### config.mk
export PLATFORM = sky130hd
export DESIGN_NAME = cymbal_voice_synth
export DESIGN_NICKNAME = d
export VERILOG_FILES = /design/src/rtl/cvs_pkg.sv /design/src/rtl/cymbal_voice_synth.sv /design/src/rtl/cvs_useq.sv
export SDC_FILE = /design/constraint.sdc
export NUM_CORES = 2
export LEC_CHECK = 0
export ABC_AREA = 1
export BUFFER_PORTS_ARGS = -buffer_cell sky130_fd_sc_hd__buf_2
export CAP_MARGIN = 20
export CORE_ASPECT_RATIO = 0.75
export CORE_MARGIN = 8
export CORE_UTILIZATION = 60
export CTS_BUF_LIST = sky130_fd_sc_hd__clkbuf_2
export CTS_CLUSTER_DIAMETER = 150
export DETAILED_ROUTE_END_ITERATION = 12
export PLACE_DENSITY = 0.76
export SLEW_MARGIN = 20
export SYNTH_ARGS = -nofsm -noshare
export SYNTH_HDL_FRONTEND = slang
export SYNTH_HIERARCHICAL = 1
export SYNTH_SLANG_ARGS = --single-unit
### constraint.sdc
create_clock -name clk -period 14.4 [get_ports clk]
set_input_delay 2.16 -clock clk [delete_from_list [all_inputs] [get_ports clk]]
set_output_delay 2.16 -clock clk [all_outputs]
set_load 0.01 [all_outputs]
### src/rtl/cvs_pkg.sv
package cvs_pkg;

  // word codes
  localparam logic CMD_TICK   = 1'b0;
  localparam logic CMD_STRIKE = 1'b1;

  // configuration port
  localparam int CFG_ADDR_W = 2;
  localparam int CFG_DATA_W = 32;

  localparam logic [CFG_ADDR_W-1:0] REG_INV_RATE = 2'd0;
  localparam logic [CFG_ADDR_W-1:0] REG_COEF_B0  = 2'd1;
  localparam logic [CFG_ADDR_W-1:0] REG_COEF_A1  = 2'd2;
  localparam logic [CFG_ADDR_W-1:0] REG_COEF_A2  = 2'd3;

  localparam logic        [19:0] RST_INV_RATE = 20'd89478;
  localparam logic signed [31:0] RST_COEF_B0  = 32'sd41543000;
  localparam logic signed [31:0] RST_COEF_A1  = -32'sd534305000;
  localparam logic signed [31:0] RST_COEF_A2  = 32'sd990654000;

  // fixed gains: 0.4 and the decays in Q0.24, output mix gains in Q.30
  localparam logic signed [31:0] SCALE_WASH = 32'sd6710886;
  localparam logic signed [31:0] DECAY_PING = 32'sd16768829;
  localparam logic signed [31:0] DECAY_WASH = 32'sd16773857;
  localparam logic signed [31:0] GAIN_PING  = 32'sd429496730;
  localparam logic signed [31:0] GAIN_WASH  = 32'sd107374182;

  // oscillator frequency table
  localparam int NUM_FREQ   = 6;
  localparam int FREQ_IDX_W = 3;

  function automatic logic [10:0] freq_hz(input logic [FREQ_IDX_W-1:0] idx);
    logic [10:0] f;
    case (idx)
      3'd0:    f = 11'd230;
      3'd1:    f = 11'd310;
      3'd2:    f = 11'd455;
      3'd3:    f = 11'd580;
      3'd4:    f = 11'd920;
      3'd5:    f = 11'd1350;
      default: f = 11'd0;
    endcase
    return f;
  endfunction

  // microcode fields
  typedef enum logic [3:0] {
    MUL_NONE, MUL_FREQ, MUL_MIX_PING, MUL_MIX_WASH, MUL_PING_DECAY, MUL_WASH_DECAY,
    MUL_B0_X, MUL_A1_FOUT, MUL_A2_FOUT, MUL_FOUT_GAIN, MUL_WSIG_GAIN, MUL_STRIKE
  } mul_op_t;

  typedef enum logic [3:0] {
    WR_NONE, WR_MIX, WR_PING_IN, WR_WASH_IN, WR_PING_SHIFT, WR_WASH_SHIFT,
    WR_FOUT, WR_MEM_ONE, WR_MEM_TWO, WR_SAMPLE, WR_PING_VEL
  } wr_op_t;

  typedef enum logic [2:0] {
    ACC_HOLD, ACC_LOAD, ACC_NEG, ACC_ADD, ACC_SUB, ACC_ROUND, ACC_TMP_NEG
  } acc_op_t;

  typedef enum logic [1:0] {
    SEQ_NEXT, SEQ_LOOP, SEQ_DONE
  } seq_op_t;

  typedef struct packed {
    mul_op_t mul_op;
    wr_op_t  wr_op;
    acc_op_t acc_op;
    seq_op_t seq_op;
  } ctl_t;

  typedef struct packed {
    logic start;
    logic strike;
    logic stall;
    logic osc_last;
  } seq_cmd_t;

  localparam int PC_W = 4;
  localparam logic [PC_W-1:0] TICK_ENTRY   = 4'd0;
  localparam logic [PC_W-1:0] STRIKE_ENTRY = 4'd14;

  localparam ctl_t IDLE_WORD = '{MUL_NONE, WR_NONE, ACC_HOLD, SEQ_DONE};

  // control store
  function automatic ctl_t ctl_word(input logic [PC_W-1:0] pc);
    ctl_t w;
    case (pc)
      4'd0:    w = '{MUL_FREQ,       WR_MIX,        ACC_HOLD,    SEQ_LOOP};
      4'd1:    w = '{MUL_MIX_PING,   WR_NONE,       ACC_HOLD,    SEQ_NEXT};
      4'd2:    w = '{MUL_MIX_WASH,   WR_PING_IN,    ACC_HOLD,    SEQ_NEXT};
      4'd3:    w = '{MUL_PING_DECAY, WR_WASH_IN,    ACC_HOLD,    SEQ_NEXT};
      4'd4:    w = '{MUL_WASH_DECAY, WR_PING_SHIFT, ACC_HOLD,    SEQ_NEXT};
      4'd5:    w = '{MUL_B0_X,       WR_WASH_SHIFT, ACC_HOLD,    SEQ_NEXT};
      4'd6:    w = '{MUL_NONE,       WR_FOUT,       ACC_NEG,     SEQ_NEXT};
      4'd7:    w = '{MUL_A1_FOUT,    WR_NONE,       ACC_HOLD,    SEQ_NEXT};
      4'd8:    w = '{MUL_A2_FOUT,    WR_NONE,       ACC_TMP_NEG, SEQ_NEXT};
      4'd9:    w = '{MUL_FOUT_GAIN,  WR_MEM_ONE,    ACC_SUB,     SEQ_NEXT};
      4'd10:   w = '{MUL_WSIG_GAIN,  WR_MEM_TWO,    ACC_LOAD,    SEQ_NEXT};
      4'd11:   w = '{MUL_NONE,       WR_NONE,       ACC_ADD,     SEQ_NEXT};
      4'd12:   w = '{MUL_NONE,       WR_NONE,       ACC_ROUND,   SEQ_NEXT};
      4'd13:   w = '{MUL_NONE,       WR_SAMPLE,     ACC_HOLD,    SEQ_DONE};
      4'd14:   w = '{MUL_STRIKE,     WR_PING_VEL,   ACC_HOLD,    SEQ_NEXT};
      4'd15:   w = '{MUL_NONE,       WR_WASH_SHIFT, ACC_HOLD,    SEQ_DONE};
      default: w = IDLE_WORD;
    endcase
    return w;
  endfunction

  function automatic logic signed [31:0] sat32(input logic signed [35:0] v);
    logic signed [31:0] r;
    if (v > 36'sd2147483647)
      r = 32'sh7FFFFFFF;
    else if (v < -36'sd2147483648)
      r = 32'sh80000000;
    else
      r = v[31:0];
    return r;
  endfunction

endpackage

### src/rtl/cymbal_voice_synth.sv
// tick word: the sample is written by its last step, which ends the word
// strike word: no sample; one word is in work at a time, set by the shared
// 32x32 multiplier that every product of the program passes through
// the last step waits while an earlier sample is still unread
// synchronous reset clears phases, envelopes and filter state, reloads power-on coefficients
module cymbal_voice_synth import cvs_pkg::*; #(
  parameter int NUM_OSC  = 6,
  parameter int OUT_BITS = 16
) (
  input  logic                       clk,
  input  logic                       rst,
  input  logic                       cfg_we,
  input  logic [CFG_ADDR_W-1:0]      cfg_addr,
  input  logic [CFG_DATA_W-1:0]      cfg_wdata,
  input  logic                       in_valid,
  output logic                       in_ready,
  input  logic                       command,
  input  logic [15:0]                velocity,
  output logic                       out_valid,
  input  logic                       out_ready,
  output logic signed [OUT_BITS-1:0] sample
);

  localparam int OSC_W     = (NUM_OSC > 1) ? $clog2(NUM_OSC) : 1;
  localparam int MIX_W     = $clog2(NUM_OSC + 1) + 1;
  localparam int RND_SHIFT = 55 - OUT_BITS;
  localparam logic signed [63:0] RND_HALF = 64'sd1 <<< (RND_SHIFT - 1);
  localparam logic signed [63:0] LIM_HI   = (64'sd1 <<< (OUT_BITS - 1)) - 64'sd1;
  localparam logic signed [63:0] LIM_LO   = -(64'sd1 <<< (OUT_BITS - 1));
  localparam logic signed [MIX_W-1:0] MIX_UP = MIX_W'(1);
  localparam logic signed [MIX_W-1:0] MIX_DN = {MIX_W{1'b1}};

  // configuration registers
  logic        [19:0] inv_rate;
  logic signed [31:0] coef_b0;
  logic signed [31:0] coef_a1;
  logic signed [31:0] coef_a2;

  // voice state
  logic [31:0]             osc_phase [NUM_OSC];
  logic [OSC_W-1:0]        osc_cnt;
  logic [FREQ_IDX_W-1:0]   freq_idx;
  logic                    pend;
  logic [OSC_W-1:0]        pend_idx;
  logic signed [MIX_W-1:0] mix;
  logic [23:0]             ping_level;
  logic [23:0]             wash_level;
  logic signed [31:0]      filter_mem_one;
  logic signed [31:0]      filter_mem_two;

  // working registers
  logic [15:0]        vel;
  logic signed [31:0] ping_in;
  logic signed [31:0] wash_in;
  logic signed [31:0] filt_out;
  logic signed [63:0] prod;
  logic signed [63:0] acc;
  logic signed [63:0] tmp;

  logic               accept;
  logic               osc_last;
  logic               stall;
  logic               busy;
  ctl_t               ctl;
  seq_cmd_t           cmd;
  logic signed [31:0] mul_a;
  logic signed [31:0] mul_b;
  logic signed [63:0] prod_next;
  logic signed [35:0] fout_sum;
  logic signed [35:0] mem_one_sum;
  logic signed [35:0] mem_two_val;
  logic signed [63:0] y_full;
  logic signed [OUT_BITS-1:0] y_sat;

  assign accept   = in_valid && in_ready;
  assign in_ready = !busy;
  assign osc_last = (osc_cnt == OSC_W'(NUM_OSC - 1));
  // hold the final step while the previous sample has not been taken
  assign stall    = (ctl.wr_op == WR_SAMPLE) && out_valid && !out_ready;

  assign cmd.start    = accept;
  assign cmd.strike   = (command == CMD_STRIKE);
  assign cmd.stall    = stall;
  assign cmd.osc_last = osc_last;

  cvs_useq u_useq (
    .clk  (clk),
    .rst  (rst),
    .cmd  (cmd),
    .ctl  (ctl),
    .busy (busy)
  );

  // shared multiplier operand selection
  always_comb begin
    case (ctl.mul_op)
      MUL_FREQ: begin
        mul_a = {21'd0, freq_hz(freq_idx)};
        mul_b = {12'd0, inv_rate};
      end
      MUL_MIX_PING: begin
        mul_a = {{(32 - MIX_W){mix[MIX_W-1]}}, mix};
        mul_b = {8'd0, ping_level};
      end
      MUL_MIX_WASH: begin
        mul_a = {{(32 - MIX_W){mix[MIX_W-1]}}, mix};
        mul_b = {8'd0, wash_level};
      end
      MUL_PING_DECAY: begin
        mul_a = {8'd0, ping_level};
        mul_b = DECAY_PING;
      end
      MUL_WASH_DECAY: begin
        mul_a = {8'd0, wash_level};
        mul_b = DECAY_WASH;
      end
      MUL_B0_X: begin
        mul_a = coef_b0;
        mul_b = ping_in;
      end
      MUL_A1_FOUT: begin
        mul_a = coef_a1;
        mul_b = filt_out;
      end
      MUL_A2_FOUT: begin
        mul_a = coef_a2;
        mul_b = filt_out;
      end
      MUL_FOUT_GAIN: begin
        mul_a = filt_out;
        mul_b = GAIN_PING;
      end
      MUL_WSIG_GAIN: begin
        mul_a = wash_in;
        mul_b = GAIN_WASH;
      end
      MUL_STRIKE: begin
        mul_a = {8'd0, vel, 8'd0};
        mul_b = SCALE_WASH;
      end
      default: begin
        mul_a = '0;
        mul_b = '0;
      end
    endcase
  end

  assign prod_next = mul_a * mul_b;

  // filter sums: arithmetic shifts give the floor of each product by 2^30
  assign fout_sum    = 36'(prod >>> 30) + 36'(filter_mem_one);
  assign mem_one_sum = 36'(tmp >>> 30) + 36'(filter_mem_two);
  assign mem_two_val = 36'(acc >>> 30);

  // output rounding already added, now shift and clamp
  assign y_full = acc >>> RND_SHIFT;

  always_comb begin
    if (y_full > LIM_HI)
      y_sat = LIM_HI[OUT_BITS-1:0];
    else if (y_full < LIM_LO)
      y_sat = LIM_LO[OUT_BITS-1:0];
    else
      y_sat = y_full[OUT_BITS-1:0];
  end

  // configuration writes
  always_ff @(posedge clk) begin
    if (rst) begin
      inv_rate <= RST_INV_RATE;
      coef_b0  <= RST_COEF_B0;
      coef_a1  <= RST_COEF_A1;
      coef_a2  <= RST_COEF_A2;
    end else if (cfg_we) begin
      case (cfg_addr)
        REG_INV_RATE: inv_rate <= cfg_wdata[19:0];
        REG_COEF_B0:  coef_b0  <= cfg_wdata[31:0];
        REG_COEF_A1:  coef_a1  <= cfg_wdata[31:0];
        REG_COEF_A2:  coef_a2  <= cfg_wdata[31:0];
        default: ;
      endcase
    end
  end

  // product register, loaded with one product in each step that uses the multiplier
  always_ff @(posedge clk) begin
    if (ctl.mul_op != MUL_NONE)
      prod <= prod_next;
  end

  // word capture and per-word working registers
  always_ff @(posedge clk) begin
    if (accept)
      vel <= velocity;
    case (ctl.wr_op)
      WR_PING_IN: ping_in  <= prod[31:0];
      WR_WASH_IN: wash_in  <= prod[31:0];
      WR_FOUT:    filt_out <= sat32(fout_sum);
      default: ;
    endcase
    case (ctl.acc_op)
      ACC_LOAD:    acc <= prod;
      ACC_NEG:     acc <= -prod;
      ACC_ADD:     acc <= acc + prod;
      ACC_SUB:     acc <= acc - prod;
      ACC_ROUND:   acc <= acc + RND_HALF;
      ACC_TMP_NEG: tmp <= -prod;
      default: ;
    endcase
  end

  // voice state and result register
  always_ff @(posedge clk) begin
    if (rst) begin
      for (int i = 0; i < NUM_OSC; i++)
        osc_phase[i] <= '0;
      osc_cnt        <= '0;
      freq_idx       <= '0;
      pend           <= 1'b0;
      pend_idx       <= '0;
      mix            <= '0;
      ping_level     <= '0;
      wash_level     <= '0;
      filter_mem_one <= '0;
      filter_mem_two <= '0;
      out_valid      <= 1'b0;
    end else begin
      // a new sample replaces one taken in the same cycle
      if ((ctl.wr_op == WR_SAMPLE) && !stall)
        out_valid <= 1'b1;
      else if (out_valid && out_ready)
        out_valid <= 1'b0;

      if (accept) begin
        mix      <= '0;
        osc_cnt  <= '0;
        freq_idx <= '0;
      end

      // phase advance is applied in the cycle after the step that forms its product
      if (pend)
        osc_phase[pend_idx] <= osc_phase[pend_idx] + prod[31:0];
      pend <= (ctl.mul_op == MUL_FREQ);

      if (ctl.mul_op == MUL_FREQ) begin
        pend_idx <= osc_cnt;
        osc_cnt  <= osc_last ? '0 : osc_cnt + OSC_W'(1);
        freq_idx <= (freq_idx == FREQ_IDX_W'(NUM_FREQ - 1)) ? '0
                                                           : freq_idx + FREQ_IDX_W'(1);
      end

      case (ctl.wr_op)
        // square wave: top phase bit set counts as minus one
        WR_MIX:        mix <= mix + (osc_phase[osc_cnt][31] ? MIX_DN : MIX_UP);
        WR_PING_SHIFT: ping_level <= prod[47:24];
        WR_WASH_SHIFT: wash_level <= prod[47:24];
        WR_PING_VEL:   ping_level <= {vel, 8'd0};
        WR_MEM_ONE:    filter_mem_one <= sat32(mem_one_sum);
        WR_MEM_TWO:    filter_mem_two <= sat32(mem_two_val);
        WR_SAMPLE: begin
          if (!stall)
            sample <= y_sat;
        end
        default: ;
      endcase
    end
  end

endmodule

### src/rtl/cvs_useq.sv
module cvs_useq import cvs_pkg::*; (
  input  logic     clk,
  input  logic     rst,
  input  seq_cmd_t cmd,
  output ctl_t     ctl,
  output logic     busy
);

  logic [PC_W-1:0] pc;
  ctl_t            word;

  assign word = ctl_word(pc);
  assign ctl  = busy ? word : IDLE_WORD;

  always_ff @(posedge clk) begin
    if (rst) begin
      busy <= 1'b0;
      pc   <= TICK_ENTRY;
    end else if (!busy) begin
      if (cmd.start) begin
        busy <= 1'b1;
        pc   <= cmd.strike ? STRIKE_ENTRY : TICK_ENTRY;
      end
    end else if (!cmd.stall) begin
      case (word.seq_op)
        SEQ_NEXT: pc <= pc + PC_W'(1);
        SEQ_LOOP: begin
          if (cmd.osc_last)
            pc <= pc + PC_W'(1);
        end
        SEQ_DONE: busy <= 1'b0;
        default:  busy <= 1'b0;
      endcase
    end
  end

endmodule

==> summary.md <==
| Metric | Value |
|---|---|
| Iteration-0 DRC count of the detailed router | `between 10,000 and 15,000` |
| Number of global-route vias before repair | `about 73,000` |
| Hold path startpoint | `coef_a2[6]` |
| Worst Tran Pin Value | `~1.2 ns` |
| Number of nets in the synthesized netlist | `11,700` |
| Die Width | `around 450 um` |
| Layout fillers | `~12,000` |
| Share of the cycle needed by the critical path after routing | `81.7%` |
| Clock Pin Slew Worst Setup and Hold Paths | `0.14 ns` |
| Final routed wirelength across all metal layers | `roughly 330,000 um` |
| Hold Path Depth | `2` |
| Critical Path AT | `between 10 and 15 ns` |
| Timing startpoint of the critical path | `u_useq/busy` |
| Via count | `approximately 77,000` |
| Clock root cell | `clkbuf_2` |
| Half-perimeter wire length after placement | `between 200,000 and 300,000 um` |
| Number of max-slew violations in the final report | `0` |
| Initial Utilization | `between 60% and 70%` |
| Synthesized instance count | `~10,000` |
| H-tree depth | `4` |
| PostCTS Resize Cnt | `0` |
| Combinational cell fraction of total power | `35.4%` |
| Logic depth of the worst register-to-register path | `34` |
| Buffers inserted during post-CTS setup optimization | `0` |
| Peak Freq | `84.9 MHz` |
| Num CTS Buffers | `188` |
| Routability cong. | `approximately 1.1` |
| Worst VDD drop | `around 100 uV` |
| Die area | `between 150,000 and 200,000 sq um` |
| # Max-Cap Violations | `0` |
| Path type of the worst min-delay path | `flip-flop to flip-flop` |
| Critical Path Fanout Max | `29` |
| Largest net degree at the start of global routing | `116` |
| Power density over cell area | `around 82 nW/um^2` |
| Insertion delay to the later sink of the worst-skew pair | `between 1.5 and 2 ns` |
| Nature of the critical path startpoint | `flip-flop` |
| Leakage | `39.3 nW` |
| Summed negative setup slack over all endpoints | `0 ns` |
| Floorplan Core Area | `about 140,000 sq um` |
| CTS tree | `done` |
| Number of antenna violations at the first check in global routing | `30` |
| Switching power of the nets | `roughly 0.0032 W` |
| Count of port buffers added during placement | `73` |
| Post-layout minimum cycle time | `11.77 ns` |
| Endpoints failing hold | `0` |
| Sequential power share | `around two fifths` |
| Area delta synth->final | `4.50%` |
| Setup repair after global routing missed its margin | `no` |
| Final Setup Violations | `0` |
| Data required time of the critical path | `between 15 and 20 ns` |
| Worst Hold Margin | `0.469 ns` |
| Number of iterations in the first detailed-routing pass | `7` |
| Count of synthesis-stage warnings from yosys | `6` |
| Vertical extent of the die | `about 340 um` |
| Clock sink count | `roughly 810` |
| Worst R2R End | `prod[53]` |
| Status | `finished, final reports clean` |
| Critical Path End Type | `flip-flop` |
| Switching part of the total power | `45.2%` |
| Remaining routing DRC violations | `0` |
| Post-synthesis area per instance | `~8.2 sq um` |
| Relative slew slack | `between 20% and 30%` |
| Area of combinational cells with multiple inputs | `roughly 53,000 sq um` |
| Maximum root-to-sink buffer count | `3` |
| Reg2reg setup slack | `2.63 ns` |
| Beginning of the worst register-to-register path | `u_useq/busy` |
| Share of final-layout standard cells stronger than drive strength 1 | `7.29%` |
| Setup CP Type | `flip-flop to flip-flop` |
| First-pass GRT wire length | `483,000 um` |
| Min-Delay Endpoint | `coef_a2[6]` |
| Register area | `21,700 sq um` |
| Cell internal power dissipation | `just under 0.004 W` |
| Total Power | `0.00713 W` |
| Final worst clock skew | `0.201 ns` |
| Clock share of power | `between 20% and 30%` |
| Antenna violation net count after detailed routing | `0` |
| Net count, final | `between 10,000 and 15,000` |
| Number of rows in the core area | `~120` |
| Total gr overflow | `0` |
| Number of hold buffers added after cts | `0` |
| Number of I/O pins | `74` |
| Overall fraction of global-route tracks in use | `between 40% and 50%` |
| Delay of the slowest cell on the worst path | `between 0.8 and 0.9 ns` |
| Cell Area, Synth | `83,700 sq um` |
| Average detailed-routed wire length per instance | `around 27 um` |
| Via-per-instance ratio | `approximately 6.2` |
| Master of the slowest instance on the critical path | `nor2_1` |
[power by group through the flow]
| stage | combinational, W | sequential, W | clock [W] |
|---|---|---|---|
| floorplan | 0.00153 | 0.00281 | 0 |
| global placement | 0.00234 | 0.00299 | 0 |
| detailed placement | 0.00237 | 0.00299 | 0 |
| CTS | 0.00238 | 0.00294 | 0.00163 |
| global route | 0.00267 | 0.00296 | 0.00174 |
| finish | 0.00253 | 0.00297 | 0.00164 |
[final cells by class]
cell class                 count  share of cell area, %
tap                         1860                   2.66
clock buffer                 284                   1.63
clock inverter                59                  0.419
timing repair buffer         206                   1.57
multi-input combinational   7205                   61.0
sequential                   813                   24.9
antenna                       23                 0.0658
inverter                    1803                   7.77
[how the worst max path moves through the flow]
stage | end | slack, ns
floorplan | prod[56] | 5.63
global placement | prod[40] | 3.02
detailed placement | prod[40] | 3.00
CTS | prod[40] | 2.90
global route | prod[57] | 2.30
finish | prod[53] | 2.63
[cells in the final DEF, fill, tap and decap left out, types with 65 or more instances in the layout]
cell type  instances
buf_2             73
a21oi_1          510
ha_1             359
edfxtp_1         546
o22ai_1           65
nand2_1         2012
xor2_1           131
nand3_1          312
nor2_1          1354
dfxtp_1          265
buf_4            131
inv_1           1731
o21ai_0          625
nand4_1          101
clkbuf_2         284
nor3_1            79
fa_1            1087
[registers in the layout, indices dropped and copies added, names as in the netlist, 20 cells and up, named ones only]
signal	count
prod	64
wash_level	24
acc	64
coef_b0	32
filt_out	32
filter_mem_two	32
inv_rate	20
osc_phase	256
ping_level	24
coef_a1	32
coef_a2	32
filter_mem_one	32
wash_in	32
ping_in	32
tmp	34
[routing by layer]
| layer | GRT usage, % | part of all wire [%] | vias up | wire length (um) |
|---|---|---|---|---|
| met5 | 0.381 | 0.046 | - | 154 |
| met4 | 12.8 | 3.4 | 22 | 11300 |
| met3 | 21.9 | 20 | 850 | 65900 |
| met2 | 53.5 | 37 | 6584 | 123000 |
| met1 | 63.5 | 40 | 36700 | 133000 |
| li1 | - | - | 32400 | - |
[critical path: cells and delay by family (launching register included)]
kind            cells  cell delay (ns)
simple gates       10             2.83
compound gates      2             0.69
fa+ha+maj          10             5.05
flops               1             0.84
buf+inv            11             1.85
xor+xnor            1             0.15
[stage by stage]
stage                     cells  worst slack [ns]  util [%]  cell area [sq um]
after floorplan           10200              5.63         -              83700
after global placement    11900              3.02      61.9              85600
after global routing      12200              2.30      63.3              87400
final                     12300              2.63      63.3              87500
after CTS                 12200              2.90      63.2              87400
after detailed placement  11900              3.00      61.9              85600
No activity file was read; power rests on OpenSTA's default activity.
